`src/dsf_pkg.sv`:
```
// Shared types, constants and codes for the directional stripe filter.
package dsf_pkg;

    // Default sizing
    localparam int DEF_MAX_WIDTH   = 256;
    localparam int DEF_MAX_HEIGHT  = 256;
    localparam int DEF_MAX_REACH   = 31;
    localparam int DEF_FRAC_BITS   = 14;
    localparam int DEF_VALUE_WIDTH = 32;

    // Fixed field widths
    localparam int CFG_IDX_W  = 4;
    localparam int CFG_DATA_W = 21;
    localparam int CRD_W      = 9;

    // Register indexes
    typedef enum logic [CFG_IDX_W-1:0] {
        CFG_STEEP_MODE  = 4'd0,
        CFG_SLOPE       = 4'd1,
        CFG_REACH_X     = 4'd2,
        CFG_REACH_Y     = 4'd3,
        CFG_TOL_NARROW  = 4'd4,
        CFG_TOL_WIDE    = 4'd5,
        CFG_GRID_WIDTH  = 4'd6,
        CFG_GRID_HEIGHT = 4'd7
    } cfg_idx_t;

    // Input kinds
    localparam logic KIND_LOAD    = 1'b0;
    localparam logic KIND_COMPUTE = 1'b1;

    // Controller states
    typedef enum logic [3:0] {
        ST_CLEAR,
        ST_IDLE,
        ST_CENTRE_RD,
        ST_CENTRE_CHK,
        ST_WALK,
        ST_DRAIN1,
        ST_DRAIN2,
        ST_DIV_CHK,
        ST_DIV_N,
        ST_DIV_W,
        ST_RESULT
    } state_t;

    // Controller to datapath
    typedef struct packed {
        logic clr_wr;
        logic in_take;
        logic centre_rd;
        logic walk_init;
        logic walk_rd;
        logic div_go_n;
        logic div_go_w;
        logic mean_n_cap;
        logic mean_w_cap;
        logic res_nodata;
        logic out_load;
    } cmd_t;

    // Datapath to controller
    typedef struct packed {
        logic clr_last;
        logic in_valid;
        logic in_kind;
        logic centre_ok;
        logic walk_last;
        logic bands_ok;
        logic div_done;
        logic out_free;
    } status_t;

endpackage

```
`src/dsf_ctrl.sv`:
```
// Controller state machine sequencing clear, load, window walk and division.
module dsf_ctrl (
    input  logic             clk,
    input  logic             rst_n,
    input  dsf_pkg::status_t sts,
    output dsf_pkg::cmd_t    cmd,
    output logic             in_ready
);
    import dsf_pkg::*;

    state_t state_reg, state_next;

    // State register
    always_ff @(posedge clk or negedge rst_n)
    begin
        if (!rst_n)
        begin
            state_reg <= ST_CLEAR;
        end
        else
        begin
            state_reg <= state_next;
        end
    end

    // Next state and commands
    always_comb
    begin
        state_next = state_reg;
        cmd        = '0;
        in_ready   = 1'b0;
        unique case (state_reg)
            ST_CLEAR:
            begin
                cmd.clr_wr = 1'b1;
                if (sts.clr_last)
                begin
                    state_next = ST_IDLE;
                end
            end
            ST_IDLE:
            begin
                in_ready = 1'b1;
                if (sts.in_valid)
                begin
                    cmd.in_take = 1'b1;
                    if (sts.in_kind == KIND_COMPUTE)
                    begin
                        state_next = ST_CENTRE_RD;
                    end
                end
            end
            ST_CENTRE_RD:
            begin
                cmd.centre_rd = 1'b1;
                state_next    = ST_CENTRE_CHK;
            end
            ST_CENTRE_CHK:
            begin
                if (sts.centre_ok)
                begin
                    cmd.walk_init = 1'b1;
                    state_next    = ST_WALK;
                end
                else
                begin
                    cmd.res_nodata = 1'b1;
                    state_next     = ST_RESULT;
                end
            end
            ST_WALK:
            begin
                cmd.walk_rd = 1'b1;
                if (sts.walk_last)
                begin
                    state_next = ST_DRAIN1;
                end
            end
            ST_DRAIN1: state_next = ST_DRAIN2;
            ST_DRAIN2: state_next = ST_DIV_CHK;
            ST_DIV_CHK:
            begin
                if (sts.bands_ok)
                begin
                    cmd.div_go_n = 1'b1;
                    state_next   = ST_DIV_N;
                end
                else
                begin
                    cmd.res_nodata = 1'b1;
                    state_next     = ST_RESULT;
                end
            end
            ST_DIV_N:
            begin
                if (sts.div_done)
                begin
                    cmd.mean_n_cap = 1'b1;
                    cmd.div_go_w   = 1'b1;
                    state_next     = ST_DIV_W;
                end
            end
            ST_DIV_W:
            begin
                if (sts.div_done)
                begin
                    cmd.mean_w_cap = 1'b1;
                    state_next     = ST_RESULT;
                end
            end
            ST_RESULT:
            begin
                if (sts.out_free)
                begin
                    cmd.out_load = 1'b1;
                    state_next   = ST_IDLE;
                end
            end
            default: state_next = ST_IDLE;
        endcase
    end
endmodule

```
`config.mk`:
```
export PLATFORM = sky130hd
export DESIGN_NAME = dsf_ctrl
export DESIGN_NICKNAME = d
export VERILOG_FILES = /design/src/dsf_pkg.sv /design/src/dsf_ctrl.sv
export SDC_FILE = /design/constraint.sdc
export NUM_CORES = 1
export LEC_CHECK = 0
export ABC_CLOCK_PERIOD_IN_PS = 1400
export BUFFER_PORTS_ARGS = -buffer_cell sky130_fd_sc_hd__buf_2
export CAP_MARGIN = 20
export CORE_AREA = 2 2 39 41
export DETAILED_ROUTE_END_ITERATION = 10
export DIE_AREA = 0 0 41 43
export PLACE_DENSITY = 0.66
export SYNTH_ARGS = -nofsm -noshare
export SYNTH_HDL_FRONTEND = slang
export SYNTH_SLANG_ARGS = --single-unit
```
`constraint.sdc`:
```
create_clock -name clk -period 1.4 [get_ports clk]
set_input_delay 0.07 -clock clk [delete_from_list [all_inputs] [get_ports clk]]
set_output_delay 0.07 -clock clk [all_outputs]
set_load 0.1 [all_outputs]
```
=== Word-level counts from Yosys, hierarchy flattened ===
Index checks and enable logic that the tools add are counted.

* Equality and inequality tests: 17
* Reduce and logical (&&, ||, !) cells: 2
* Mux-type cells: 29

{| class="wikitable"
|+ Operators by type and width
! cell !! number
|-
| 4-bit one-hot mux with 11 select lines || 1
|-
| 4-bit 2-to-1 mux || 8
|-
| 4-bit by 3-bit == test with 1-bit output (second input constant) || 4
|-
| 1-bit 2-to-1 mux || 16
|-
| 2-bit inequality test (second input constant) || 7
|-
| 4-bit == test (second input constant) || 3
|-
| 4-bit by 2-bit == test with 1-bit output (second input constant) || 2
|-
| 7-bit AND reduction || 1
|-
| 2-bit 2-to-1 mux || 3
|-
| 4-bit by 1-bit == test with 1-bit output (second input constant) || 1
|-
| 4-bit zero test || 1
|-
| 1-bit one-hot mux with 2 select lines || 1
|}

* Output and inout port bits: 12
* Bits of input ports: 10
* Flip-flop bits (word level): 4
* Logic and storage cells: 49

=== Longest topological paths before layout ===
Gate-level depths: netlist of run 1.

* Word-level depth: 3
* Gate-level depth with buffers: 5
* Depth with buffers taken out: 4

=== Worst setup path before layout of run 1 ===
No wires, ideal clock.

* Path kind: reg-to-output
* Start: reg state_reg[0]
* End: out cmd[7] (netlist name)
* Path buffers: 1
* Data required time: 1,330 ps
* Cell stages (with the launch flop): 4
* Arrival time: 3,826 ps
* Path slack: -2,496 ps
* Cells stage by stage: dfrtp_1 > buf_2 > nand2_1 > nor4b_1

{| class="wikitable"
|+ RTL lines
! what !! RTL line !! source
|-
| start, declared || dsf_ctrl.sv:11 || <nowiki>state_t state_reg, state_next;</nowiki>
|-
| start signal, assigned || dsf_ctrl.sv:22 || <nowiki>state_reg <= state_next;</nowiki>
|-
| end, declared || dsf_ctrl.sv:6 || <nowiki>output dsf_pkg::cmd_t cmd,</nowiki>
|}

==> results of run 1 <==
-- path summary, 6_finish.rpt --
check,from,to,depth (start not counted)
worst max-delay path,state_reg[2],cmd[4],4
worst min-delay path,sts[0],state_reg[1],2
worst max register to register,state_reg[2],state_reg[0],6
worst min register to register,state_reg[0],state_reg[0],2
max in group asynchronous,rst_n,state_reg[0],2
min in group asynchronous,rst_n,state_reg[2],2
-- synthesized netlist by cell type (all sizes together) --
cell type  instances
nand3b             1
nor4               1
and2               2
and2b              2
nand2              7
a31oi              2
o2111ai            1
dfrtp              4
mux2               1
nand2b             1
nor4b              3
clkbuf             1
buf                4
o311ai             1
mux2i              1
and3               1
nor2b              2
nor3b              3
o21ai              2
nor3               3
o22ai              1
nor2               2
a21oi              2
nand3              1
-- metal layers --
layer	vias up	global-route usage
met3	4	0.0314
met5	-	0
li1	255	-
met1	252	0.203
met4	0	0.0400
met2	25	0.294
-- through the flow --
| stage | setup TNS, ns | hold WS [ns] | area [um2] | setup slack (ns) | cells |
|---|---|---|---|---|---|
| floorplan | -5.98 | -0.226 | 526 | -0.819 | 49 |
| global placement | 0 | -0.122 | 848 | 0.0191 | 91 |
| detailed placement | -0.00263 | -0.122 | 848 | -0.00263 | 91 |
| CTS | -0.718 | 0.0765 | 972 | -0.113 | 102 |
| global route | -1.40 | 0.0808 | 996 | -0.165 | 103 |
| finish | -0.728 | 0.0831 | 996 | -0.108 | 103 |
-- cell families after synthesis --
kind of cell	Yosys count	share of synthesized area
AOI/OAI and AO/OA	9	0.141
buffers and inverters	5	0.0815
DFF	4	0.251
muxes	2	0.0533
and+or+nand+nor	29	0.473
-- timing repair --
item,4_1_cts,5_1_grt
hold endpoints to repair,4,0
setup endpoints to repair,13,15
setup buffers,7,1
pin swaps,7,3
hold buffers,1,0
resized for setup,14,5
-- layout make-up --
| cell class | count | area [um2] | share of cell area |
|---|---|---|---|
| tap | 16 | 20.0 | 0.0201 |
| timing repair buffer | 40 | 453 | 0.455 |
| multi-input combinational | 40 | 397 | 0.398 |
| clock buffer | 3 | 22.5 | 0.0226 |
| sequential | 4 | 104 | 0.104 |
==> out/metrics.csv, run 1 <==
metric;value;unit
cp_slowest_cell;dfrtp_1;
die_height;43;um
setup_viol_count_final;10;
first_pass_iters;4;
highest_layer;met4;
grt_pass1_wl;2.11;mm
port_buffers;21;
dp_hpwl;949;um
relSlewSlack;0.825;
most-common-layout-cells;buf_12, buf_4, buf_2;
synth.avg_cell_area;8.15;um2
critPathKind;reg -> out;
ys_ff_latch;4;
synth_nets;59;
io_pins;22;
grt_usage;0.170;
crit_fanout;4;
drtAntennaViolNets;0;
clockBufferDepth;2;
clock_skew;0.00524;ns
max-cap-violations;0;
crit_buf_inv;1;
fin_nets;99;
critical_path.top_delay_family;simple AND/OR/NAND/NOR gates;
finalHoldViolCount;0;
critPathArrivalTime;1.44;ns
min_period_over_period;1.08;
antenna_cells;0;
max_clock_freq;663;MHz
crit_path_cell_trace;and2b_2 > nand2_4 > nor3_4 > buf_12;
cts_buffers;3;
num_vias;536;
insertion_delay;0.23;ns
synthToLayoutAreaGrowth;150;%
cts.sinks;4;
rows;14;
slowest_delay;0.41;ns
num-fill-cells;87;
cts_tree;built;
ys_types;30;
grt_pass1_vias;521;
cp-start-kind;flip-flop;
wl;1.34;mm
die_area;1760;um2
grt_max_degree;8;
drtIter0Drc;8;
outcome;finished with violations;
violations;negative setup slack;
remaining_drc_errors;0;
wl_per_cell;13.0;um
ys_warn_count;0;
globalRouteOverflowTotal;0;
dr_wl_met2;783;um
synth_cells;49;
end_kind;output port;
largest_reg_flops;4;
synthDominantCellAreaShare;0.251;
worstPathRequired;1.33;ns
ys_seq_area_frac;0.251;
route.met3.wl;57;um
r2r_setup_slack;0;ns
ys_top_cells_by_area;dfrtp_1, nor4b_4, nand2_1;
root_buffer;clkbuf_4;
viasPerCell;5.20;
slew_viol_final;0;
synth_largest_area_cell;dfrtp_1;
gp_congestion;0.842;
htree_levels;1;
fin_ws;-0.108;ns
start_util;0.288;
post-route-util;0.720;
worstMarginPinSlew;0.261;ns
rsz0062_at_grt;true;
drive_gt1_frac;0.724;
core-area;1380;um2
fin_crit;1.51;ns
hp-class;in -> reg;
wl_met1;472;um
clkTransAtPathRegs;0.04;ns
dieWidth;41;um
syn-cell-area;399;um2
antenna_found_initial;0;
Power of run 1 is not shown: default switching activity piles up to over one toggle a cycle in this logic, so the estimate is an artifact.
==> inputs of run 2 (changes only) <==
Settings changed: RECOVER_POWER set to 50.
==> run 2 against run 1 <==
The flow still finishes with violations (negative setup slack). Register-to-register slack about the same. Highest routed layer unchanged. Non-clock buffer count unchanged. Core utilization down 0.090 points.
==> out/metrics.csv, run 2 (synthesized netlist as in run 1, its figures left out) <==
metric;value;unit;change
rows;14;;unchanged
worstPathRequired;1.33;ns;about the same
r2r_cells;6;;unchanged
cts_buffers;3;;unchanged
wl;1.34;mm;about the same
htree_levels;1;;unchanged
rsz0062_at_grt;true;;unchanged
synthToLayoutAreaGrowth;149;%;was 150%
finalHoldViolCount;0;;unchanged
fin_crit;1.51;ns;about the same
multi_input_area;397;um2;unchanged
dieWidth;41;um;unchanged
clkTransAtPathRegs;0.04;ns;about the same
insertion_delay;0.23;ns;about the same
fin_nets;99;;unchanged
hold_path_depth;2;;unchanged
clockBufferDepth;2;;unchanged
wl_per_cell;13.0;um;about the same
cp-start-kind;flip-flop;;unchanged
fin_ws;-0.109;ns;was -0.108 ns
die_area;1760;um2;unchanged
die_height;43;um;unchanged
port_buffers;21;;unchanged
crit_fanout;4;;unchanged
drive_gt1_frac;0.713;;was 0.724
cts.sinks;4;;unchanged
post-route-util;0.719;;was 0.720
end_kind;output port;;unchanged
hold_end;state_reg[1];;unchanged
gp_congestion;0.842;;unchanged
dp_hpwl;949;um;unchanged
grt_usage;0.170;;unchanged
max-cap-violations;0;;unchanged
num_vias;532;;was 536
hold_start;sts[0];;unchanged
seq_area;104;um2;unchanged
slew_viol_final;0;;unchanged
antenna_cells;0;;unchanged
cts_tree;built;;unchanged
max_clock_freq;663;MHz;about the same
r2r_setup_slack;0;ns;about the same
dp.cells;91;;unchanged
grt_max_degree;8;;unchanged
min_period_over_period;1.08;;about the same
worstMarginPinSlew;0.261;ns;unchanged
root_buffer;clkbuf_4;;unchanged
violations;negative setup slack;;unchanged
largest_reg_flops;4;;unchanged
critPathArrivalTime;1.44;ns;about the same
whs;0.0835;ns;was 0.0831 ns
drtAntennaViolNets;0;;unchanged
num-fill-cells;88;;was 87
fin_tns_setup;-0.727;ns;was -0.728 ns
globalRouteOverflowTotal;0;;unchanged
relSlewSlack;0.825;;unchanged
drtIter0Drc;8;;unchanged
remaining_drc_errors;0;;unchanged
io_pins;22;;unchanged
outcome;finished with violations;;unchanged
r2r_start;state_reg[2];;unchanged
core-area;1380;um2;unchanged
final_cells;103;;unchanged
r2r-end;state_reg[0];;unchanged
clock_skew;0.00535;ns;was 0.00524 ns
grt_pass1_vias;521;;unchanged
antenna_found_initial;0;;unchanged
most-common-layout-cells;buf_12, buf_4, buf_2;;unchanged
first_pass_iters;4;;unchanged
grt_pass1_wl;2.11;mm;unchanged
setup_viol_count_final;10;;unchanged
viasPerCell;5.17;;was 5.20
hp-class;in -> reg;;unchanged
start_util;0.288;;unchanged
critPathKind;reg -> out;;unchanged
[run 2: layout make-up]
type / count / area share
clock buffers: 3 / 0.0226
multi-input cells: 40 / 0.399
flip-flops and latches: 4 / 0.104
well taps: 16 / 0.0201
repair buffers: 40 / 0.454
[run 2: critical path, cell delays in order (launching register included)]
cell and delay (ns):
dfrtp_1 0.41, and2b_2 0.28, nand2_4 0.07, nor3_4 0.22
buf_12 0.21
[run 2: what timing repair did]
item | in CTS | in global routing
endpoints found under the hold margin | 4 | 0
setup endpoints to repair | 13 | 15
resized for setup | 14 | 5
pin swaps | 7 | 3
hold buffers | 1 | 0
setup buffers | 7 | 1
[run 2: how the worst max path moves through the flow]
stage	start	endpoint	slack, ns	cells after the start
3_5_place_dp	state_reg[2]	state_reg[0]	-0.003	5
5_1_grt	state_reg[2]	cmd[1]	-0.16	3
2_1_floorplan	state_reg[2]	cmd[9]	-0.82	3
4_1_cts	state_reg[2]	cmd[9]	-0.11	4
6_report	state_reg[2]	cmd[4]	-0.11	4
3_3_place_gp	state_reg[1]	state_reg[1]	0.02	4
[run 2: per-layer routing]
layer | track usage | wire (um) | up-vias
met4 | 0.0400 | 27 | 0
met5 | 0 | 0 | -
met1 | 0.203 | 473 | 252
met2 | 0.294 | 786 | 23
li1 | - | - | 255
met3 | 0.0314 | 56 | 2
[run 2: through the flow]
| step | setup slack, ns | instance area [um2] |
|---|---|---|
| after floorplan | -0.819 | 526 |
| after global placement | 0.0191 | 848 |
| after detailed placement | -0.00263 | 848 |
| after CTS | -0.113 | 972 |
| after global routing | -0.165 | 995 |
| final | -0.109 | 995 |
Power of run 2 is left out for the same reason.
